**src/rtl/tlbfl_pkg.sv**
```systemverilog
`default_nettype none

package tlbfl_pkg;

    // Built depth of the buffer.
    localparam int ENTRIES    = 16;
    localparam int IDX_W      = (ENTRIES > 1) ? $clog2(ENTRIES) : 1;
    localparam int CNT_W      = $clog2(ENTRIES + 1);

    localparam int PAGE_W     = 32;
    localparam int FRAME_W    = 32;
    localparam int POLICY_W   = 2;
    localparam int LIMIT_W    = 7;
    localparam int CFG_IDX_W  = 8;
    localparam int CFG_DATA_W = 8;

    typedef logic [IDX_W-1:0] idx_t;
    typedef logic [CNT_W-1:0] cnt_t;

    // Configuration register indexes.
    localparam logic [CFG_IDX_W-1:0] REG_POLICY  = CFG_IDX_W'(0);
    localparam logic [CFG_IDX_W-1:0] REG_ENTRIES = CFG_IDX_W'(1);

    // Replacement policy codes.
    localparam logic [POLICY_W-1:0] POL_FIFO = POLICY_W'(0);
    localparam logic [POLICY_W-1:0] POL_LRU  = POLICY_W'(1);

    // Action chosen for an item during the search cycle.
    localparam int ACT_W = 3;
    localparam logic [ACT_W-1:0] ACT_NOP     = ACT_W'(0);
    localparam logic [ACT_W-1:0] ACT_HIT     = ACT_W'(1);
    localparam logic [ACT_W-1:0] ACT_FILL    = ACT_W'(2);
    localparam logic [ACT_W-1:0] ACT_REPLACE = ACT_W'(3);
    localparam logic [ACT_W-1:0] ACT_ERROR   = ACT_W'(4);

    // Commands from the controller to the datapath.
    typedef struct packed {
        logic find_en;
        logic commit_en;
    } tlbfl_cmd_t;

endpackage

`default_nettype wire

```
**src/rtl/tlb_fifo_lru_replacement.sv**
```systemverilog
`default_nettype none

// Fully associative translation buffer of 16 entries with FIFO or LRU
// replacement. Each input transaction is either a lookup (s_mode low), which
// returns the frame of the earliest-inserted entry whose page matches and
// marks that entry most recently used, or an insert (s_mode high), which
// fills a free entry while fewer entries are valid than the configured count
// and otherwise replaces the oldest (FIFO) or least recently used (LRU)
// entry, reporting the evicted page. With an unrecognized policy a full
// buffer drops the insert and raises m_policy_error. Every input transaction
// produces exactly one result transaction. An item has a search step and a
// commit step: the cycle it is accepted runs the parallel page compare and the
// victim or free-slot search into registers, and the commit step does the rank
// update and loads the output register. The commit waits while a previous
// result still sits unaccepted in the output register, so a stalled result
// channel holds the block after one further item. Register 0 is the
// replacement policy and register 1 the allowed entry count; the
// configuration channel is always ready, and writes to other indexes are
// ignored. Configuration should only be written while the block is idle.
module tlb_fifo_lru_replacement
    import tlbfl_pkg::*;
(
    input  wire                   aclk,
    input  wire                   aresetn,
    // Input transactions.
    input  wire                   s_valid,
    output logic                  s_ready,
    input  wire                   s_mode,
    input  wire  [PAGE_W-1:0]     s_page,
    input  wire  [FRAME_W-1:0]    s_frame,
    // Result transactions.
    output logic                  m_valid,
    input  wire                   m_ready,
    output logic                  m_hit,
    output logic [FRAME_W-1:0]    m_found_frame,
    output logic                  m_evicted,
    output logic [PAGE_W-1:0]     m_evicted_page,
    output logic                  m_policy_error,
    // Configuration writes.
    input  wire                   cfg_valid,
    output logic                  cfg_ready,
    input  wire  [CFG_IDX_W-1:0]  cfg_index,
    input  wire  [CFG_DATA_W-1:0] cfg_data
);

    tlbfl_cmd_t cmd;
    logic       cfg_we;

    // Register writes go straight into registers, so the port never stalls.
    assign cfg_ready = 1'b1;
    assign cfg_we    = cfg_valid && cfg_ready;

    // The controller sequences search and commit and owns the output valid.
    tlbfl_ctrl u_ctrl (
        .aclk    (aclk),
        .aresetn (aresetn),
        .s_valid (s_valid),
        .s_ready (s_ready),
        .m_valid (m_valid),
        .m_ready (m_ready),
        .cmd     (cmd)
    );

    // The datapath holds the entries, ranks, configuration and result payload.
    tlbfl_dp u_dp (
        .aclk           (aclk),
        .aresetn        (aresetn),
        .cmd            (cmd),
        .cfg_we         (cfg_we),
        .cfg_index      (cfg_index),
        .cfg_data       (cfg_data),
        .s_mode         (s_mode),
        .s_page         (s_page),
        .s_frame        (s_frame),
        .m_hit          (m_hit),
        .m_found_frame  (m_found_frame),
        .m_evicted      (m_evicted),
        .m_evicted_page (m_evicted_page),
        .m_policy_error (m_policy_error)
    );

endmodule

`default_nettype wire

```
**src/rtl/tlbfl_ctrl.sv**
```systemverilog
`default_nettype none

module tlbfl_ctrl
    import tlbfl_pkg::*;
(
    input  wire        aclk,
    input  wire        aresetn,
    input  wire        s_valid,
    output logic       s_ready,
    output logic       m_valid,
    input  wire        m_ready,
    output tlbfl_cmd_t cmd
);

    localparam int STATE_W = 1;
    localparam logic [STATE_W-1:0] ST_IDLE   = STATE_W'(0);
    localparam logic [STATE_W-1:0] ST_COMMIT = STATE_W'(1);

    logic [STATE_W-1:0] state_reg, state_next;
    logic               m_valid_reg, m_valid_next;
    logic               out_free;

    assign s_ready  = (state_reg == ST_IDLE);
    assign out_free = !m_valid_reg || m_ready;
    assign m_valid  = m_valid_reg;

    always_comb begin
        state_next    = state_reg;
        m_valid_next  = m_valid_reg;
        cmd.find_en   = 1'b0;
        cmd.commit_en = 1'b0;
        if (m_valid_reg && m_ready) begin
            m_valid_next = 1'b0;
        end
        case (state_reg)
            ST_IDLE: begin
                if (s_valid) begin
                    cmd.find_en = 1'b1;
                    state_next  = ST_COMMIT;
                end
            end
            ST_COMMIT: begin
                // Commit only once the output register can take the result.
                if (out_free) begin
                    cmd.commit_en = 1'b1;
                    m_valid_next  = 1'b1;
                    state_next    = ST_IDLE;
                end
            end
            default: begin
                state_next = ST_IDLE;
            end
        endcase
    end

    always_ff @(posedge aclk) begin
        if (!aresetn) begin
            state_reg   <= ST_IDLE;
            m_valid_reg <= 1'b0;
        end else begin
            state_reg   <= state_next;
            m_valid_reg <= m_valid_next;
        end
    end

endmodule

`default_nettype wire

```
**src/rtl/tlbfl_dp.sv**
```systemverilog
`default_nettype none

module tlbfl_dp
    import tlbfl_pkg::*;
(
    input  wire                   aclk,
    input  wire                   aresetn,
    input  tlbfl_cmd_t            cmd,
    input  wire                   cfg_we,
    input  wire  [CFG_IDX_W-1:0]  cfg_index,
    input  wire  [CFG_DATA_W-1:0] cfg_data,
    input  wire                   s_mode,
    input  wire  [PAGE_W-1:0]     s_page,
    input  wire  [FRAME_W-1:0]    s_frame,
    output logic                  m_hit,
    output logic [FRAME_W-1:0]    m_found_frame,
    output logic                  m_evicted,
    output logic [PAGE_W-1:0]     m_evicted_page,
    output logic                  m_policy_error
);

    // Configuration.
    logic [POLICY_W-1:0] policy_reg;
    logic [LIMIT_W-1:0]  entries_reg;

    // Entry state.
    logic [ENTRIES-1:0]  valid_reg, valid_next;
    idx_t                ins_rank_reg [ENTRIES];
    idx_t                ins_rank_next[ENTRIES];
    idx_t                use_rank_reg [ENTRIES];
    idx_t                use_rank_next[ENTRIES];
    cnt_t                count_reg, count_next;
    logic [PAGE_W-1:0]   page_mem [ENTRIES];
    logic [FRAME_W-1:0]  frame_mem[ENTRIES];

    // Item held between search and commit.
    logic [PAGE_W-1:0]   page_reg;
    logic [FRAME_W-1:0]  frame_reg;
    idx_t                sel_reg;
    logic [ACT_W-1:0]    act_reg;

    // Search results.
    logic [ENTRIES-1:0]  match;
    logic [ENTRIES-1:0]  oldest_match;
    idx_t                best_idx, free_idx, victim_idx;
    logic                any_match, free_found, victim_found;
    logic [LIMIT_W-1:0]  limit;
    logic                full;
    logic                policy_known;
    logic [ACT_W-1:0]    act_new;
    idx_t                sel_new;

    // Rank update helpers.
    idx_t                sel_ins, sel_use, newest;

    always_comb begin
        for (int i = 0; i < ENTRIES; i++) begin
            match[i] = valid_reg[i] && (page_mem[i] == s_page);
        end
        // Among matches, the one with no older match is the earliest inserted.
        for (int i = 0; i < ENTRIES; i++) begin
            oldest_match[i] = match[i];
            for (int j = 0; j < ENTRIES; j++) begin
                if (match[j] && (ins_rank_reg[j] < ins_rank_reg[i])) begin
                    oldest_match[i] = 1'b0;
                end
            end
        end
        best_idx     = '0;
        any_match    = 1'b0;
        free_idx     = '0;
        free_found   = 1'b0;
        victim_idx   = '0;
        victim_found = 1'b0;
        for (int i = ENTRIES - 1; i >= 0; i--) begin
            if (oldest_match[i]) begin
                best_idx  = idx_t'(i);
                any_match = 1'b1;
            end
            if (!valid_reg[i]) begin
                free_idx   = idx_t'(i);
                free_found = 1'b1;
            end
            if (valid_reg[i] && (((policy_reg == POL_FIFO) && (ins_rank_reg[i] == '0)) ||
                                 ((policy_reg == POL_LRU) && (use_rank_reg[i] == '0)))) begin
                victim_idx   = idx_t'(i);
                victim_found = 1'b1;
            end
        end

        // Allowed count, clamped to the range one to the built depth.
        if (entries_reg > LIMIT_W'(ENTRIES)) begin
            limit = LIMIT_W'(ENTRIES);
        end else if (entries_reg == '0) begin
            limit = LIMIT_W'(1);
        end else begin
            limit = entries_reg;
        end
        full         = LIMIT_W'(count_reg) >= limit;
        policy_known = (policy_reg == POL_FIFO) || (policy_reg == POL_LRU);

        act_new = ACT_NOP;
        sel_new = '0;
        if (!s_mode) begin
            if (any_match) begin
                act_new = ACT_HIT;
                sel_new = best_idx;
            end
        end else if (!full) begin
            if (free_found) begin
                act_new = ACT_FILL;
                sel_new = free_idx;
            end
        end else if (policy_known) begin
            if (victim_found) begin
                act_new = ACT_REPLACE;
                sel_new = victim_idx;
            end
        end else begin
            act_new = ACT_ERROR;
        end
    end

    always_comb begin
        sel_ins    = ins_rank_reg[sel_reg];
        sel_use    = use_rank_reg[sel_reg];
        newest     = idx_t'(count_reg - cnt_t'(1));
        valid_next = valid_reg;
        count_next = count_reg;
        for (int i = 0; i < ENTRIES; i++) begin
            ins_rank_next[i] = ins_rank_reg[i];
            use_rank_next[i] = use_rank_reg[i];
        end
        if (cmd.commit_en) begin
            case (act_reg)
                ACT_HIT: begin
                    for (int i = 0; i < ENTRIES; i++) begin
                        if (valid_reg[i] && (use_rank_reg[i] > sel_use)) begin
                            use_rank_next[i] = use_rank_reg[i] - idx_t'(1);
                        end
                    end
                    use_rank_next[sel_reg] = newest;
                end
                ACT_FILL: begin
                    valid_next[sel_reg]    = 1'b1;
                    ins_rank_next[sel_reg] = count_reg[IDX_W-1:0];
                    use_rank_next[sel_reg] = count_reg[IDX_W-1:0];
                    count_next             = count_reg + cnt_t'(1);
                end
                ACT_REPLACE: begin
                    // Close the gaps left by the victim, then make it the newest.
                    for (int i = 0; i < ENTRIES; i++) begin
                        if (valid_reg[i] && (idx_t'(i) != sel_reg)) begin
                            if (ins_rank_reg[i] > sel_ins) begin
                                ins_rank_next[i] = ins_rank_reg[i] - idx_t'(1);
                            end
                            if (use_rank_reg[i] > sel_use) begin
                                use_rank_next[i] = use_rank_reg[i] - idx_t'(1);
                            end
                        end
                    end
                    ins_rank_next[sel_reg] = newest;
                    use_rank_next[sel_reg] = newest;
                end
                default: begin
                end
            endcase
        end
    end

    always_ff @(posedge aclk) begin
        if (!aresetn) begin
            policy_reg  <= POL_FIFO;
            entries_reg <= LIMIT_W'(16);
            valid_reg   <= '0;
            count_reg   <= '0;
            act_reg     <= ACT_NOP;
            for (int i = 0; i < ENTRIES; i++) begin
                ins_rank_reg[i] <= '0;
                use_rank_reg[i] <= '0;
            end
        end else begin
            if (cfg_we) begin
                if (cfg_index == REG_POLICY) begin
                    policy_reg <= cfg_data[POLICY_W-1:0];
                end else if (cfg_index == REG_ENTRIES) begin
                    entries_reg <= cfg_data[LIMIT_W-1:0];
                end
            end
            valid_reg <= valid_next;
            count_reg <= count_next;
            for (int i = 0; i < ENTRIES; i++) begin
                ins_rank_reg[i] <= ins_rank_next[i];
                use_rank_reg[i] <= use_rank_next[i];
            end
            if (cmd.find_en) begin
                act_reg <= act_new;
            end
        end
    end

    always_ff @(posedge aclk) begin
        if (cmd.find_en) begin
            page_reg  <= s_page;
            frame_reg <= s_frame;
            sel_reg   <= sel_new;
        end
        if (cmd.commit_en) begin
            if ((act_reg == ACT_FILL) || (act_reg == ACT_REPLACE)) begin
                page_mem[sel_reg]  <= page_reg;
                frame_mem[sel_reg] <= frame_reg;
            end
            m_hit          <= (act_reg == ACT_HIT);
            m_found_frame  <= (act_reg == ACT_HIT) ? frame_mem[sel_reg] : '0;
            m_evicted      <= (act_reg == ACT_REPLACE);
            m_evicted_page <= (act_reg == ACT_REPLACE) ? page_mem[sel_reg] : '0;
            m_policy_error <= (act_reg == ACT_ERROR);
        end
    end

endmodule

`default_nettype wire
```
**config.mk**
```make
export PLATFORM = sky130hd
export DESIGN_NAME = tlb_fifo_lru_replacement
export DESIGN_NICKNAME = d
export VERILOG_FILES = /design/src/rtl/tlbfl_pkg.sv /design/src/rtl/tlb_fifo_lru_replacement.sv /design/src/rtl/tlbfl_ctrl.sv /design/src/rtl/tlbfl_dp.sv
export SDC_FILE = /design/constraint.sdc
export NUM_CORES = 2
export LEC_CHECK = 0
export ABC_AREA = 1
export BUFFER_PORTS_ARGS = -buffer_cell sky130_fd_sc_hd__buf_4
export CORE_MARGIN = 5
export CORE_UTILIZATION = 31
export CTS_CLUSTER_DIAMETER = 30
export DETAILED_ROUTE_END_ITERATION = 12
export GPL_ROUTABILITY_DRIVEN = 0
export PLACE_DENSITY = 0.45
export SYNTH_ARGS = -nofsm -noshare
export SYNTH_HDL_FRONTEND = slang
export SYNTH_HIERARCHICAL = 1
export SYNTH_SLANG_ARGS = --single-unit
```
**constraint.sdc**
```tcl
create_clock -name aclk -period 17.7 [get_ports aclk]
set_input_delay 0 -clock aclk [delete_from_list [all_inputs] [get_ports aclk]]
set_output_delay 0 -clock aclk [all_outputs]
set_load 0.03 [all_outputs]
```
# After elaboration in Yosys (flattened, before gate mapping)
# Memories as Yosys holds them, arrays and structs flattened. A register that Yosys moved wholly into a read port is not among the register bits.
# Cells that the tools add are included.
totals:
  register_bits: 106
  mem_bits_rw: 1152
  output_inout_bits: 70
  word_cells: 1437
  n_memories: 4
classes:
  addsub: 34
  magnitude_cmp: 294
  eq_ne: 37
  n_mux: 603
  bitwise: 36
  reduce_logical: 416
memory_table:
  columns: ["name", "words", "word_bits", "read_ports", "rd_ports_with_merged_regs", "write_ports", "line", "text"]
  rows:
  - ["u_dp.frame_mem", 16, 32, 1, 1, 1, "tlbfl_dp.sv:34", "logic [FRAME_W-1:0] frame_mem[ENTRIES];"]
  - ["u_dp.page_mem", 16, 32, 17, 1, 1, "tlbfl_dp.sv:33", "logic [PAGE_W-1:0] page_mem [ENTRIES];"]
  - ["u_dp.ins_rank_reg", 16, 4, 17, 1, 16, "tlbfl_dp.sv:28", "idx_t ins_rank_reg [ENTRIES];"]
  - ["u_dp.use_rank_reg", 16, 4, 17, 1, 16, "tlbfl_dp.sv:30", "idx_t use_rank_reg [ENTRIES];"]
ops:
  columns: ["cell", "n"]
  rows:
  - ["2-to-1 mux 4 bit", 265]
  - ["less-than comparator 4 bit", 256]
  - ["equality test 32 bit", 16]
  - ["logical AND 1 bit", 355]
  - ["bitwise mux 64 bit", 5]
  - ["2-to-1 mux 1 bit", 319]
  - ["one-hot mux 64 bit (3 select lines)", 1]
  - ["subtractor 4 x 1 -> 4 bit, second input constant", 33]
  - ["> comparator 4 bit", 32]
  - ["zero test 4 bit", 32]
  - ["2-to-1 mux 64 bit", 2]
  - ["one-hot mux 64 bit (2 select lines)", 1]
  - ["inequality test 4 bit, first input constant", 8]
  - ["bitwise OR 1 bit", 32]
  - ["logical OR 1 bit", 19]
  - ["demux 4 bit (select 4 bit)", 1]
  - ["inequality test 3 x 4 -> 1 bit, first input constant", 4]
  - ["bitwise OR 16 bit", 1]
  - ["2-to-1 mux 7 bit", 2]
  - ["2-to-1 mux 3 bit", 3]
  - ["equality test 8 x 1 -> 1 bit, second input constant", 1]
  - ["zero test 8 bit", 1]
  - ["inequality test 2 x 4 -> 1 bit, first input constant", 2]
  - ["greater-or-equal comparator 5 x 7 -> 1 bit", 1]
  - ["22 further kinds", 28]

# Longest topological paths before layout
# An unclocked memory read counts as a cell.
logic_depth:
  word_depth: 39
  ltp_mapped: 34
  ltp_nobuf: 32

# By module
# Netlist, hierarchy kept.
modules_own_cells:
  columns: ["mod", "instances", "cells_per_inst", "area_each_um2", "seq_area_each_um2"]
  rows:
  - ["tlbfl_dp", 1, 8569, 78773.0, 38106.5]
  - ["tlbfl_ctrl", 1, 11, 83.8, 40.0]
  - ["tlb_fifo_lru_replacement", 1, 2, 11.3, 0.0]

# Worst setup path after synthesis
# No wires, ideal clock.
synth_path:
  path_kind: "reg-to-reg"
  from: "reg u_ctrl.m_valid_reg (netlist: u_ctrl/m_valid)"
  to: "mem u_dp/ins_rank_reg[3][1] in the netlist's numbering"
  setup_ns: 0.070
  arrival_time_ns: 6.552
  required_time_ns: 17.630
  slack_ns: 11.077
  path_stages_with_launch: 13
  cell_sequence: "dfxtp_1 -> a21oi_2 -> inv_1 -> nor2_1 -> inv_2 -> clkbuf_1 -> nor2_1 -> inv_1 -> nand2_1 -> inv_1 -> a21oi_1 -> nand2_1 -> a21oi_1"
synth_rtl:
  columns: ["element", "line", "text"]
  rows:
  - ["start, declared", "tlbfl_ctrl.sv:20", "logic m_valid_reg, m_valid_next;"]
  - ["start signal, assigned", "tlbfl_ctrl.sv:62", "m_valid_reg <= m_valid_next;"]
  - ["end, declared", "tlbfl_dp.sv:28", null]

# Final worst setup path
layout_path:
  from: "reg u_dp.sel_reg[0]"
  to: "mem u_dp.frame_mem[13][13] (enable)"
layout_rtl:
  columns: ["element", "line", "text"]
  rows:
  - ["start, declared", "tlbfl_dp.sv:39", "idx_t sel_reg;"]
  - ["start signal, assigned", "tlbfl_dp.sv:206", "sel_reg <= sel_new;"]
  - ["end, declared", "tlbfl_dp.sv:34", null]
# Straight into the memory's write port.

==> flow_summary.ini <==
[critical_path]
cp-end-kind = flop
required_ns = 18.19
reg2reg_slack_ns = 11.68
crit_path_max_fanout = 136
start_kind = flop
r2r.worst_path.cells = 11
cp_data_arrival_time_ns = 6.51
path_class = reg -> reg

[global_route]
grt_pass1_vias = 69200
grt_pass1_wl_um = 521000
antenna_found_initial = 21
overflow = 0
groute.usage.overall = 0.273
grt_max_degree = 159

[floorplan]
ioPinCount = 156
dieArea_um2 = 265000
die_width_um = 514
fp.coreArea_um2 = 254000
rows = 185
initial_core_util = 0.311
die_y_um = 514

[layout]
seqCellArea_um2 = 38200
fillers = 25300
final_nets = 9808
final_core_utilization = 0.383
drive_gt1_frac = 0.106
syn_to_final_growth_pct = 23.0
multi_input_area_um2 = 35600
largestRegisters = u_dp/frame_mem: 512 flops, u_dp/page_mem: 512 flops

[synthesis]
synth_compound_area_frac = 0.170
synth.largest_area_cell = edfxtp_1
ys.flop_type = edfxtp_1
syn_inst = 8582
synthMuxAreaShare = 0
synth_top_family_by_area = compound AO/OA/AOI/OAI gates
synth-edff-count = 1159
synth_fa_ha_area_frac = 0.108
ys_warn_count = 6
synthesis.area_um2 = 78900
synth.most_common_cell = nand2_1
ys_types = 63
synth-simple-area-share = 0.153
synth_area_per_cell_um2 = 9.19
synth_top_cell_area_share = 0.441
ys_ff_latch = 1326
synthTopCellsByArea = edfxtp_1, ha_1, nand2_1
ys_seq_area_frac = 0.484
synth_xor_area_frac = 0.0181
synth_nets = 9347
async_flop_share = 0
synth_common_cells = nand2_1, edfxtp_1, inv_1

[sta]
setup_violations = 0
slew_violations = 0
slew_headroom = 0.116
finalClockSkew_ns = 0.0865
worst_slew_pin_slew_ns = 1.32
setup_slack_ns = 11.68
tns_ns = 0
rsz0062_at_grt = no
final_hold_viol_count = 0
min_period_over_period = 0.340
fmax_mhz = 166
fin_crit_ns = 6.02

[place]
port_buffers = 153
dp_hpwl_um = 248000
preCtsSetupSlack_ns = 11.92

[drt]
ant_nets = 0
via_per_inst = 5.74
wl_met2_um = 163000
wire_per_inst_um = 29.7
wl_met3_um = 38400
dr.pass1.iters = 6
highest_layer = met5
dr.first_iter.drc_count = 9234
drt-total-wl_um = 377000
route.vias.total = 72800
wl_met1_um = 154000
drc_errors = 0

[pwr]
p_clk_frac = 0.594
power_switching_uw = 2490
p_total_uw = 10400
pwr-share-seq = 0.337
swShare = 0.240
p_per_area_nw_per_um2 = 107
ir_worst_vdd_v = 0.000103
combPwrFrac = 0.069
internal-power_uw = 7900
p_leak_uw = 0.0384

[clocking]
cts_root_buf = clkbuf_16
h-tree-depth = 5
clk_path_buf_depth = 4
cts-buffers-inserted = 358
post_cts_buffers = 0
clk_pin_slew_worst_paths_ns = 0.04
clock_latency_ns = 0.96
cts_sinks = 1326
cts_tree = built

[flow_run]
drv_cap = 0

[outcome]
outcome = finished clean

[min_path]
hold_class = in -> reg
min_path_cells = 2
==> power by group through the flow <==
stage	Sequential (uW)	Clock (uW)	Combinational [uW]
3_5_place_dp	3560	0	671
4_1_cts	3500	6230	700
6_report	3510	6170	716
5_1_grt	3510	6420	762
3_3_place_gp	3560	0	665
2_1_floorplan	3540	0	376
==> final timing paths <==
check                                        startpoint                      end
worst max-delay path                    u_dp/sel_reg[0]   u_dp/frame_mem[13][13]
worst min-delay path                          s_page[8]         u_dp/page_reg[8]
worst max register to register          u_dp/sel_reg[0]   u_dp/frame_mem[13][13]
worst min register to register  u_dp/ins_rank_reg[0][2]  u_dp/ins_rank_reg[0][2]
==> timing repair <==
| item | in CTS | in global routing |
|---|---|---|
| hold buffers | 158 | 0 |
| hold endpoints to repair | 176 | 0 |
| gates resized for setup | 0 | 0 |
==> area by class of cell <==
type | instances | area share
flip-flops and latches | 1326 | 0.393
multi-input cells | 5917 | 0.367
clock buffers | 433 | 0.0978
well taps | 3366 | 0.0434
repair buffers | 467 | 0.0406
inverters | 973 | 0.0377
clock inverters | 192 | 0.0205
diodes | 11 | 0.000284
==> kinds of logic after synthesis <==
| kind of cell | count (synthesis) |
|---|---|
| compound gates | 2138 |
| xor+xnor | 163 |
| fa+ha+maj | 679 |
| buf+inv | 1339 |
| flops | 1326 |
| other cells | 1 |
| simple gates | 2936 |
==> layout by cell type (no fill, tap or decap), types with 252 or more instances in the layout <==
cell,synthesis,routed
ha_1,679,679
inv_1,921,917
nand2_1,1741,1738
clkbuf_16,0,361
a31oi_1,252,252
buf_4,33,306
nor2_1,579,553
o21ai_0,663,663
edfxtp_1,1159,1159
a21oi_1,354,354
nand3_1,396,396
==> critical path, stage by stage (launching register included) <==
cell and delay (ns):
edfxtp_1 0.32, buf_4 0.70, buf_12 0.63, inv_1 0.20, nor2_4 0.17, inv_2 0.13
buf_4 0.42, nor2_1 0.86, inv_1 0.39, nor2_4 0.19, buf_4 0.55, buf_4 0.80
==> stage by stage <==
stage	instance area (um^2)	instances	hold slack, ns
finish	97000	12700	0.0625
global route	97000	12700	0.0474
CTS	97000	12700	0.00455
detailed placement	84000	11900	0.179
global placement	84000	11900	0.180
floorplan	78900	8582	0.0989
==> metal layers <==
metal,track usage,up-vias
met5,0,-
met4,0.140,10
met3,0.0624,982
met2,0.416,4480
met1,0.362,35700
li1,-,31700
Power figures use the tool's default switching activity.
